--- src/sv/pcw_pkg.sv ---
`default_nettype none

package pcw_pkg;

  localparam int BP_DEPTH = 32;

  localparam int DATA_W  = 32;
  localparam int FRAC_W  = 16;
  localparam int TYPE_W  = 2;
  localparam int IDX_W   = 7;
  localparam int SEG_O_W = 5;
  localparam int NP_W    = 6;

  // APB register map
  localparam int APB_AW  = 3;
  localparam int APB_DW  = 32;
  localparam logic [0:0] REG_NUM_POINTS = 1'b0;
  localparam logic [NP_W-1:0] NUM_POINTS_RST = NP_W'(2);

  // Request codes
  localparam logic [TYPE_W-1:0] REQ_BP   = 2'd0;
  localparam logic [TYPE_W-1:0] REQ_COEF = 2'd1;
  localparam logic [TYPE_W-1:0] REQ_EVAL = 2'd2;

  typedef enum logic [1:0] {
    BP_FIRST = 2'd0,
    BP_LAST  = 2'd1,
    BP_SCAN  = 2'd2
  } bp_sel_t;

  typedef enum logic [1:0] {
    SEG_ZERO = 2'd0,
    SEG_LAST = 2'd1,
    SEG_SCAN = 2'd2
  } seg_src_t;

  typedef struct packed {
    logic     wr_bp;
    logic     wr_coef;
    logic     start;
    bp_sel_t  bp_sel;
    logic     scan_adv;
    logic     prev_load;
    logic     seg_load;
    seg_src_t seg_src;
    logic     acc_load;
    logic     term_adv;
    logic     mul;
    logic     add_step;
    logic     out_load;
  } pcw_cmd_t;

  typedef struct packed {
    logic le_first;
    logic ge_last;
    logic hit;
    logic scan_end;
    logic term_last;
    logic out_free;
  } pcw_sts_t;

endpackage

`default_nettype wire

--- src/sv/pcw_ctrl.sv ---
`default_nettype none

module pcw_ctrl (
  input  wire logic                      clk,
  input  wire logic                      rst,
  input  wire logic                      req_valid,
  input  wire logic [pcw_pkg::TYPE_W-1:0] req_type,
  output logic                           req_ready,
  input  wire pcw_pkg::pcw_sts_t         sts,
  output pcw_pkg::pcw_cmd_t              cmd
);
  import pcw_pkg::*;

  typedef enum logic [9:0] {
    S_IDLE = 10'b0000000001,
    S_RD0  = 10'b0000000010,
    S_RDL  = 10'b0000000100,
    S_CHKL = 10'b0000001000,
    S_SCAN = 10'b0000010000,
    S_CA   = 10'b0000100000,
    S_CB   = 10'b0001000000,
    S_MUL  = 10'b0010000000,
    S_ADD  = 10'b0100000000,
    S_DONE = 10'b1000000000
  } state_t;

  state_t state, state_next;

  always_ff @(posedge clk) begin
    if (rst) begin
      state <= S_IDLE;
    end else begin
      state <= state_next;
    end
  end

  assign req_ready = (state == S_IDLE);

  always_comb begin
    cmd        = '0;
    state_next = state;
    case (state)
      S_IDLE: begin
        if (req_valid) begin
          case (req_type)
            REQ_BP:   cmd.wr_bp = 1'b1;
            REQ_COEF: cmd.wr_coef = 1'b1;
            REQ_EVAL: begin
              cmd.start  = 1'b1;
              state_next = S_RD0;
            end
            default: ;
          endcase
        end
      end
      S_RD0: begin
        cmd.bp_sel = BP_FIRST;
        state_next = S_RDL;
      end
      S_RDL: begin
        // first breakpoint is on the read port, fetch the last one
        cmd.bp_sel = BP_LAST;
        if (sts.le_first) begin
          cmd.seg_load = 1'b1;
          cmd.seg_src  = SEG_ZERO;
          state_next   = S_CA;
        end else begin
          cmd.prev_load = 1'b1;
          state_next    = S_CHKL;
        end
      end
      S_CHKL: begin
        if (sts.ge_last) begin
          cmd.seg_load = 1'b1;
          cmd.seg_src  = SEG_LAST;
          state_next   = S_CA;
        end else begin
          cmd.bp_sel   = BP_SCAN;
          cmd.scan_adv = 1'b1;
          state_next   = S_SCAN;
        end
      end
      S_SCAN: begin
        if (sts.hit) begin
          cmd.seg_load = 1'b1;
          cmd.seg_src  = SEG_SCAN;
          state_next   = S_CA;
        end else if (sts.scan_end) begin
          // unsorted breakpoints: fall back to the last segment
          cmd.seg_load = 1'b1;
          cmd.seg_src  = SEG_LAST;
          state_next   = S_CA;
        end else begin
          cmd.prev_load = 1'b1;
          cmd.bp_sel    = BP_SCAN;
          cmd.scan_adv  = 1'b1;
        end
      end
      S_CA: begin
        state_next = S_CB;
      end
      S_CB: begin
        cmd.acc_load = 1'b1;
        cmd.term_adv = 1'b1;
        state_next   = S_MUL;
      end
      S_MUL: begin
        cmd.mul    = 1'b1;
        state_next = S_ADD;
      end
      S_ADD: begin
        cmd.add_step = 1'b1;
        cmd.term_adv = 1'b1;
        state_next   = sts.term_last ? S_DONE : S_MUL;
      end
      S_DONE: begin
        if (sts.out_free) begin
          cmd.out_load = 1'b1;
          state_next   = S_IDLE;
        end
      end
      default: begin
        state_next = S_IDLE;
      end
    endcase
  end

`ifndef SYNTHESIS
  a_last_term_done: assert property (@(posedge clk) disable iff (rst)
    (state == S_ADD) && sts.term_last |=> (state == S_DONE))
    else $error("constant term added but result not pending");

  a_one_request: assert property (@(posedge clk) disable iff (rst)
    $onehot0({cmd.wr_bp, cmd.wr_coef, cmd.start}))
    else $error("more than one request action in a cycle");

  a_state_onehot: assert property (@(posedge clk) disable iff (rst)
    $onehot(state))
    else $error("controller state is not one-hot");
`endif

endmodule

`default_nettype wire

--- config.mk ---
export PLATFORM = sky130hd
export DESIGN_NAME = pcw_ctrl
export DESIGN_NICKNAME = d
export VERILOG_FILES = /design/src/sv/pcw_pkg.sv /design/src/sv/pcw_ctrl.sv
export SDC_FILE = /design/constraint.sdc
export NUM_CORES = 1
export LEC_CHECK = 0
export BUFFER_PORTS_ARGS = -buffer_cell sky130_fd_sc_hd__buf_2
export CAP_MARGIN = 20
export CORE_MARGIN = 3
export CORE_UTILIZATION = 42
export DETAILED_ROUTE_END_ITERATION = 10
export PLACE_DENSITY = 0.81
export SETUP_SLACK_MARGIN = 0.15
export SYNTH_ARGS = -nofsm -noshare
export SYNTH_HDL_FRONTEND = slang
export SYNTH_SLANG_ARGS = --single-unit
--- constraint.sdc ---
create_clock -name clk -period 1.5 [get_ports clk]
set_input_delay 0.075 -clock clk [delete_from_list [all_inputs] [get_ports clk]]
set_output_delay 0.075 -clock clk [all_outputs]
set_load 0.05 [all_outputs]
==> results of run 1 <==
stage by stage:
step / hold WS, ns / instances / util (%) / area [um^2]
floorplan: 0.145 / 96 / - / 935
global placement: 0.291 / 167 / 77.1 / 1260
CTS: 0.00221 / 177 / 94.8 / 1540
detailed placement: 0.293 / 167 / 77.1 / 1260
timing repair:
item | in CTS
pin swaps | 9
gates resized for setup | 61
setup endpoints to repair | 26
buffers inserted | 6
cell families after synthesis:
kind of cell    synth area share (%)
flops                           25.5
xor+xnor                        2.23
mux                             1.28
buf+inv                         9.25
compound gates                  13.6
simple gates                    48.2
==> results, run 1 <==
- Entering global routing, the biggest net connects 11 pins.
- The warning count from the yosys run is 0.
- The pre-CTS setup slack is -0.190 ns.
- The vertical die dimension is 49.2 um.
- The clock sink count is 10.
- Of all flip-flops after synthesis, the portion carrying an async set or reset was 0%.
- Yosys attributes the largest share of cell area to sky130_fd_sc_hd__dfxtp_1 26%, sky130_fd_sc_hd__nor4b_1 7.8%, sky130_fd_sc_hd__nor4_4 5.4%.
- The flow did not finish.
- After clock tree synthesis, the flow added hold-fix buffers numbering 0.
- The average instance area after synthesis is 8.17 um^2.
- Input and output buffers added on the ports amount to 26.
- After legalization and detailed placement, the total HPWL measured 1980 um.
- The number of standard cells after synthesis is 96.
- 27 I/O pins were placed.
- The clock passes through at most 2 buffers.
- The first error in the log reads "[ERROR DPL-0038] Utilization greater than 100%, impossible to legalize".
- The CTS buffer count is 3.
- The number of enable-type register cells in the synthesized netlist is 0.
- The last stage reached is 5_1_grt.
- The combined area of all synthesized cells is 785 um^2.
- The row count is 14.
- The effective utilization at floorplan is 48.2%.
- The cell type with the largest total area after synthesis is sky130_fd_sc_hd__dfxtp_1.
- The routability congestion estimate is 0.823.
- After the last repair the worst path ends at a top-level output.
- In this run the number of H-tree levels came out at 1.
- The root buffer cell is sky130_fd_sc_hd__clkbuf_4.
- The horizontal die dimension is 49.2 um.
- The top cell type by area accounts for 25.5% of the synthesized area.
- The worst endpoint from the post-global-route timing repair is cmd[1].
- The most used flip-flop cell after synthesis is sky130_fd_sc_hd__dfxtp_1.
- The post-synthesis register bit count is 10.
- The part of the Yosys area used for sequential elements is 25.5%.
- By count the netlist is led by 10 x sky130_fd_sc_hd__dfxtp_1, 10 x sky130_fd_sc_hd__nor2_1, 7 x sky130_fd_sc_hd__nor3_1, 7 x sky130_fd_sc_hd__nor4b_1, 6 x sky130_fd_sc_hd__inv_1.
- The total nets after synthesis is 107.
- In this run, distinct cell masters in the synthesized netlist total 40.
==> run 2, diff against run 1 <==
--- a/config.mk
+++ b/config.mk
@@ -7,11 +7,10 @@
 export LEC_CHECK = 0
 export BUFFER_PORTS_ARGS = -buffer_cell sky130_fd_sc_hd__buf_2
 export CAP_MARGIN = 20
-export CORE_MARGIN = 3
-export CORE_UTILIZATION = 42
+export CORE_AREA = 3 3 64 66
 export DETAILED_ROUTE_END_ITERATION = 10
-export PLACE_DENSITY = 0.81
-export SETUP_SLACK_MARGIN = 0.15
+export DIE_AREA = 0 0 67 69
+export PLACE_DENSITY_LB_ADDON = 0.15
 export SYNTH_ARGS = -nofsm -noshare
 export SYNTH_HDL_FRONTEND = slang
 export SYNTH_SLANG_ARGS = --single-unit
==> constraint.sdc (replaced) <==
create_clock -name clk -period 1.95 [get_ports clk]
set_input_delay 0.0975 -clock clk [delete_from_list [all_inputs] [get_ports clk]]
set_output_delay 0.0975 -clock clk [all_outputs]
set_load 0.05 [all_outputs]
==> results, run 2 <==
- The floorplan step set the die width to 67 um.
- The hold path depth is 2.
- Counting every net in the synthesized netlist gives 107.
- The path class of the tightest hold or removal check is input port to register.
- Global routing used 9.53% of the available tracks across all layers.
- Registers take 204 um^2.
- The total detailed-routing wirelength is 2060 um.
- The relative contribution of the clock network to total power is 34.6%.
- The largest registers in the layout are state: 10 flops.
- The worst-path maximum fanout is 10.
- The data arrival time at the worst-slack endpoint is 1.78 ns.
- The number of pins with negative max-slew slack in the final report is 0.
- The part of the Yosys area used for sequential elements is 25.5%.
- The fraction of power consumed by sequential logic is 31.8%.
- The average instance area after synthesis is 8.17 um^2.
- Yosys attributes the largest share of cell area to sky130_fd_sc_hd__dfxtp_1 26%, sky130_fd_sc_hd__nor4b_1 7.8%, sky130_fd_sc_hd__nor4_4 5.4%.
- The highest-delay cell along the critical path is sky130_fd_sc_hd__dfxtp_2.
- The Yosys step of the flow raised 0 warnings.
- Dividing total power by cell area gives a power density of 671 nW/um^2.
- For this run, the top clock speed supported by timing is 0.534 GHz.
- Detailed placement ended at an HPWL of 1660 um.
- The depth of the worst register-to-register path is 6.
- The number of different library cells in the post-synthesis netlist is 40.
- The synthesized design spends more area on one cell type than any other, namely sky130_fd_sc_hd__dfxtp_1.
- The root buffer cell is sky130_fd_sc_hd__clkbuf_8.
- The worst setup skew after layout is 0.00566 ns.
- The number of global-route vias before repair is 750.
- The endpoint type of the worst setup path is an output pin.
- The tool flagged a number of max-cap violations equal to 0.
- The synthesized design contains 10 register bits.
- The initial antenna violation count is 0.
- The logic gate share of total power is 33.6%.
- Cell internal power was estimated by the tool at 500 uW.
- The combined buffer and inverter count along the critical path is 1.
- The number of DRC violations after detailed-routing iteration 0 is 11.
- The startpoint identified for the worst hold timing path is sts[5].
- Entering global routing, the biggest net connects 11 pins.
- Synthesis produced a netlist whose cell count is 96.
- The first detailed-routing pass ran for 4 iterations.
- Leaving out fill and tap cells, the most frequent cell in the layout is sky130_fd_sc_hd__buf_2.
- Of the total power, the share spent switching nets is 33.9%.
- The final total power is 756 uW.
- The total net switching power is 257 uW.
- The clock sink count is 10.
- Data on the critical path is required at its endpoint by 1.85 ns.
- In the routed layout, each cell is associated on average with a via count of 4.77.
- The transition at the pin with the smallest max-transition slack is 0.423 ns.
- The final layout contains 140 nets.
- The total overflow reported by the global router is 0.
- In the final layout, the multi-input gates occupy 567 um^2.
- The filler cell count in the final layout is 412.
- The die footprint is 4620 um^2.
- The proportion of register bits with asynchronous set or reset after synthesis is 0%.
- The slack of the worst reg-to-reg path is 0.29 ns.
- Of the cells placed in the final design, the portion with a size suffix greater than 1 is 49.2%.
- The clock insertion delay at the later pin of the skew report is 0.24 ns.
- The final count of hold timing violations is 0.
- The endpoint identified for the worst register-to-register timing path is state[6]$_SDFFE_PP0P_.
- The deepest clock path buffer count is 2.
- The boundary pin count is 27.
- The worst hold path terminates at state[3]$_SDFFE_PP0P_.
- The total area inside the core boundary comes to 3630 um^2.
- Yosys mapped a number of flops with a built-in enable equal to 0.
- 0 antenna diodes ended up in the layout.
- The number of levels the H-tree was split into is 1.
- The number of endpoints failing setup at the final stage is 0.
- The signal on the critical path passes through nor4_4, nand2_4, or3_4, nor3_2, buf_4.
- The worst pin sits at a relative slew slack of 71.7%.
- The remaining routing DRC violations is 0.
- The top cell types in the final layout, fill and taps aside, are 22 x sky130_fd_sc_hd__buf_2, 13 x sky130_fd_sc_hd__buf_4, 10 x sky130_fd_sc_hd__nor2_1.
- The core occupancy in the finished layout is 31.0%.
- The final cycle utilization of the critical path is 96.1%.
- Clock-pin slew was measured on the worst setup and hold paths at 0.05 ns.
- Of the post-synthesis cell area, the dominant cell type holds 25.5%.
- For this run, the slowest stage of the critical path takes 0.38 ns.
- The flow ran to the end, and the final reports show no timing, DRC or antenna violations.
- The worst setup path is of the register to output pin kind.
- The TritonCTS clock tree is built.
- The post-route minimum period is 1.87 ns.
- The initial utilization of the core area, before any placement, comes to 21.6%.
- STA classifies the critical path startpoint as a register.
- The via count of the routed design is 840.
- Summing every instance area after synthesis gives 785 um^2.
- The number of nets with antenna violations after routing is 0.
- The register with the most flip-flops in the layout has 10 of them.
- The worst IR drop on VDD is 0.000318 V.
- The floorplan has 22 rows.
- The primary flip-flop cell chosen by synthesis mapping is sky130_fd_sc_hd__dfxtp_1.
- The die is 69 um tall.
- The CTS buffer count is 3.
- The leakage power total is 0.000453 uW.
- Ranked by flip-flop count, first place goes to state.
- The cell family contributing the most delay on the critical path is simple AND/OR/NAND/NOR gates.
- In this run the critical register-to-register path is launched from state[7]$_SDFFE_PP0P_.
- The routability congestion estimate is 0.729.
- The average detailed-routed wire length per instance is 11.7 um.
- Setup repair after global routing left no endpoint under its margin.
- By count the netlist is led by 10 x sky130_fd_sc_hd__dfxtp_1, 10 x sky130_fd_sc_hd__nor2_1, 7 x sky130_fd_sc_hd__nor3_1, 7 x sky130_fd_sc_hd__nor4b_1, 6 x sky130_fd_sc_hd__inv_1.
- The relative area change from synthesis to final layout is 43.7%.
- The port buffer count is 26.
- The first-pass GRT wire length is 3400 um.
run 2: through the flow:
stage                     instance area (um^2)  TNS [ns]  cells  worst slack, ns  hold slack [ns]
final                                     1130         0    176           0.0764           0.0600
after global routing                      1130         0    176          0.00220           0.0566
after CTS                                 1110   -0.0729    176          -0.0391           0.0524
after detailed placement                  1020         0    169            0.126            0.307
after global placement                    1020         0    169            0.156            0.305
after floorplan                            831    -0.190     96          -0.0970            0.167
run 2: layer usage:
metal,part of all wire (%),global-route usage [%],vias up
met5,0,0,-
met4,1.5,4.73,0
met3,2.2,1.95,4
met2,50,15.4,12
met1,46,11.7,404
li1,-,-,420
run 2: timing repair:
item,CTS,global route
gates resized for setup,3,6
pin swaps,3,1
endpoints found under the setup margin,9,15
hold buffers,0,0
buffers inserted,3,0
run 2: logic make-up (layout without fill, tap and decap cells):
family / after synthesis / in the layout / synth area share [%]
simple gates: 54 / 54 / 48.2
flops: 10 / 10 / 25.5
compound gates: 15 / 15 / 13.6
buf+inv: 14 / 46 / 9.25
mux: 1 / 1 / 1.28
xor+xnor: 2 / 2 / 2.23
run 2: cell type report:
type / count / area share [%]
clock buffer: 4 / 4.88
multi-input combinational: 72 / 50.3
inverter: 6 / 2.33
sequential: 10 / 18.1
tap: 48 / 5.33
timing repair buffer: 36 / 19.1
run 2: worst max-delay path by stage:
stage / startpoint / to / slack, ns / depth (start not counted)
after floorplan: state[0]$_SDFFE_PP1P_ / cmd[1] / -0.1 / 5
after global placement: state[1]$_SDFFE_PP0P_ / cmd[1] / 0.16 / 5
after detailed placement: state[1]$_SDFFE_PP0P_ / cmd[13] / 0.13 / 5
after CTS: state[4]$_SDFFE_PP0P_ / cmd[5] / -0.04 / 4
after global routing: state[7]$_SDFFE_PP0P_ / cmd[5] / 0.002 / 5
final: state[1]$_SDFFE_PP0P_ / cmd[0] / 0.08 / 5
run 2: power by group through the flow:
stage | clock network [uW] | logic [uW] | registers [uW]
2_1_floorplan | 0 | 203 | 222
3_3_place_gp | 0 | 232 | 238
3_5_place_dp | 0 | 231 | 240
4_1_cts | 268 | 250 | 236
5_1_grt | 280 | 270 | 242
6_report | 262 | 254 | 240
No activity file was read; power rests on OpenSTA's default activity.
==> run 3, diff against run 2 <==
--- a/config.mk
+++ b/config.mk
@@ -5,6 +5,7 @@
 export SDC_FILE = /design/constraint.sdc
 export NUM_CORES = 1
 export LEC_CHECK = 0
+export ABC_AREA = 1
 export BUFFER_PORTS_ARGS = -buffer_cell sky130_fd_sc_hd__buf_2
 export CAP_MARGIN = 20
 export CORE_AREA = 3 3 64 66
==> results, run 3 <==
- STA puts the critical path data arrival time at 1.69 ns.
- The clock network is responsible for 25.8% of the overall power.
- Walking the worst path, the cells encountered are nor2_2, nand2_2, nor2_4, nand2_2, inv_1, nand2_1, nor3_4, clkbuf_4.
- The share of the synthesized area in the top cell type is 25.4%.
- In this run the worst hold path is classified as input port to register.
- The worst setup skew after layout is 0.00270 ns.
- The remaining routing DRC violations is 0.
- The primary flip-flop cell chosen by synthesis mapping is sky130_fd_sc_hd__dfxtp_1.
- The initial antenna violation count came to 0.
- For this design the static power due to leakage is 0.000571 uW.
- The number of different library cells in the post-synthesis netlist is 24.
- Ranked by flip-flop count, first place goes to state.
- The most common cell after layout, fill and taps aside is sky130_fd_sc_hd__nand2_1.
- The number of DRC violations after detailed-routing iteration 0 is 16.
- Counting instances in the post-synthesis netlist gives the leading cell types as 26 x sky130_fd_sc_hd__nand2_1, 23 x sky130_fd_sc_hd__inv_1, 20 x sky130_fd_sc_hd__nor2_1, 10 x sky130_fd_sc_hd__dfxtp_1, 5 x sky130_fd_sc_hd__nor2_2.
- Derived from the worst setup path, the maximum achievable clock frequency is 0.559 GHz.
- The average instance area after synthesis is 6.56 um^2.
- The port buffer count is 26.
- The number of buffers and inverters on the critical path is 2.
- The power density over the cells is 962 nW/um^2.
- The post-synthesis register bit count is 10.
- The average vias per placed instance is 4.07.
- Wires add up to 1980 um.
- The first TritonRoute pass finished after 4 iterations.
- The core region is 3630 um^2.
- STA classifies the critical path endpoint as an output pin.
- In the final layout, the share of cells above drive strength 1 is 37.6%.
- The cell family contributing the most delay on the critical path is simple AND/OR/NAND/NOR gates.
- The routed design could run at a clock period as short as 1.79 ns.
- In this run the post-CTS setup repair buffer count came out at 0.
- The horizontal die dimension is 67 um.
- Global routing finished with a remaining overflow of 0.
- Summing all placed instances gives a cell area of 988 um^2.
- The highest-delay cell along the critical path is sky130_fd_sc_hd__dfxtp_1.
- The startpoint class of the critical path is a register.
- The cell type with the largest total area after synthesis is sky130_fd_sc_hd__dfxtp_1.
- The critical path class is register to output pin.
- The clock insertion delay at the later pin of the skew report is 0.23 ns.
- The required arrival time at the worst endpoint is 1.85 ns.
- Of the total power, the share spent switching nets is 45.2%.
- The pin count of the biggest net entering global routing is 9.
- Internal power comes to 552 uW.
- The number of enable-type register cells in the synthesized netlist is 0.
- The final critical path takes up 91.8% of the cycle.
- The proportion of register bits with asynchronous set or reset after synthesis is 0%.
- The deepest clock path buffer count is 2.
- For this run, the number of Yosys warnings is 0.
- The tree built by TritonCTS fans out to 10 sinks.
- The number of global-route vias before repair came to 840.
- After the last flow step, the layout net total stands at 161.
- The initial utilization of the core area, before any placement, comes to 21.7%.
- Of the total power, registers draw 24.7%.
- The die footprint is 4620 um^2.
- The number of standard cells after synthesis is 120.
- The cell area that synthesis handed to floorplanning was 787 um^2.
- The TritonCTS clock tree is built.
- After clock tree synthesis, the clock-pin slew on the worst setup and hold paths is 0.05 ns.
- The final count of hold timing violations was 0.
- The most numerous cell in the Yosys netlist is sky130_fd_sc_hd__nand2_1.
- In the layout the commonest cells are 26 x sky130_fd_sc_hd__nand2_1, 25 x sky130_fd_sc_hd__buf_2, 23 x sky130_fd_sc_hd__inv_1.
- The boundary pin count is 27.
- The number of placed instances, taps included is 193.
- The first global-routing pass estimated 3440 um of wire.
- Setup violations remaining at the end of the flow were counted as 0.
- The cell that appears most often on the critical path is sky130_fd_sc_hd__nand2_2.
- The area of all placed cells without fillers is 1050 um^2.
- At the pin with the least slew margin, the transition time is 0.276 ns.
- The total global-route track usage is 9.43%.
- The routability congestion estimate is 0.791.
- CTS built an H-tree with a depth of 1.
- The count of maximum capacitance violations is 0.
- The die is 69 um tall.
- After synthesis, the cell types taking the most area are sky130_fd_sc_hd__dfxtp_1 25%, sky130_fd_sc_hd__nand2_1 12%, sky130_fd_sc_hd__inv_1 11%.
- The worst IR drop on VDD is 0.000606 V.
- Headroom to the max-slew limit came out at 81.6%.
- The total nets after synthesis is 131.
- The detailed-placement wirelength estimate is 1710 um.
- The number of pins with negative max-slew slack in the final report is 0.
- The worst setup slack after layout is 0.160 ns.
- On the worst path, the slowest cell contributes a delay of 0.33 ns.
- The CTS buffer count is 3.
- Setup repair after global routing left no endpoint under its margin.
- The part of the Yosys area used for sequential elements is 25.4%.
- The analysis attributes to net switching a power of 455 uW.
- Dividing the detail-routed wire length by the instance count gives 10.0 um.
- The number of nets with antenna violations after routing is 0.
- 0 antenna diodes ended up in the layout.
- Along the worst path, the maximum fanout reaches 4.
- The flow ran to the end, and the final reports show no timing, DRC or antenna violations.
- The number of flip-flops in the largest register is 10.
- The final instance count without filler cells is 197.
- The via count of the routed design is 801.
- Compared with the post-synthesis result, the final layout area differs by 32.9%.
- The pre-CTS setup slack is 0.364 ns.
- The row count is 22.
- Of the total power, combinational logic draws 49.5%.
- The root buffer cell is sky130_fd_sc_hd__clkbuf_8.
- The largest registers in the layout are state: 10 flops.
## run 3: worst paths after layout
kind	from	end	slack, ns	depth (start not counted)
worst min register to register	state[4]$_SDFFE_PP0P_	state[4]$_SDFFE_PP0P_	0.57	4
worst max register to register	state[4]$_SDFFE_PP0P_	state[4]$_SDFFE_PP0P_	0.61	8
worst min-delay path	sts[1]	state[9]$_SDFFE_PP0P_	0.13	3
worst max-delay path	state[4]$_SDFFE_PP0P_	cmd[14]	0.16	8
## run 3: cell type report
cell class	count	area [um^2]
Sequential cell	10	200
Inverter	24	90.1
Tap cell	48	60.1
Clock buffer	4	55.1
Multi-Input combinational cell	85	508
Fill cell	426	2590
Timing Repair Buffer	26	133
## run 3: logic make-up after synthesis
kind of cell / share of synthesized area (%)
AND/OR/NAND/NOR: 58.5
buffers and inverters: 11.9
flip-flops: 25.4
AO/OA/AOI/OAI: 4.13
## run 3: repair_timing
item / CTS / global route
gates resized for setup: 0 / 1
setup endpoints to repair: 0 / 1
hold buffers: 0 / 0
## run 3: metrics by stage
stage | TNS (ns) | util (%) | hold WS [ns] | total power [uW]
6_report | 0 | 28.8 | 0.132 | 1010
5_1_grt | 0 | 28.8 | 0.152 | 1080
4_1_cts | 0 | 28.7 | 0.134 | 1020
3_5_place_dp | 0 | 27.2 | 0.385 | 755
3_3_place_gp | 0 | 27.2 | 0.391 | 751
2_1_floorplan | -0.0466 | - | 0.242 | 654
## run 3: tightest hold or removal path, delay by kind of cell
kind / cells / cell delay (ns)
AOI/OAI and AO/OA: 1 / 0.06
buffers and inverters: 1 / 0.10
and+or+nand+nor: 1 / 0.06
## run 3: layer usage
metal  global-route usage [%]  wire length [um]
met3                     1.79                59
met2                     16.6              1060
met4                     4.73                30
met5                        0                 0
met1                     10.4               823
## run 3: power groups by stage
stage | Sequential (uW) | Clock (uW) | Combinational (uW)
after floorplan | 248 | 0 | 406
after global placement | 251 | 0 | 500
after detailed placement | 251 | 0 | 504
after CTS | 247 | 267 | 506
after global routing | 251 | 276 | 548
final | 249 | 260 | 498
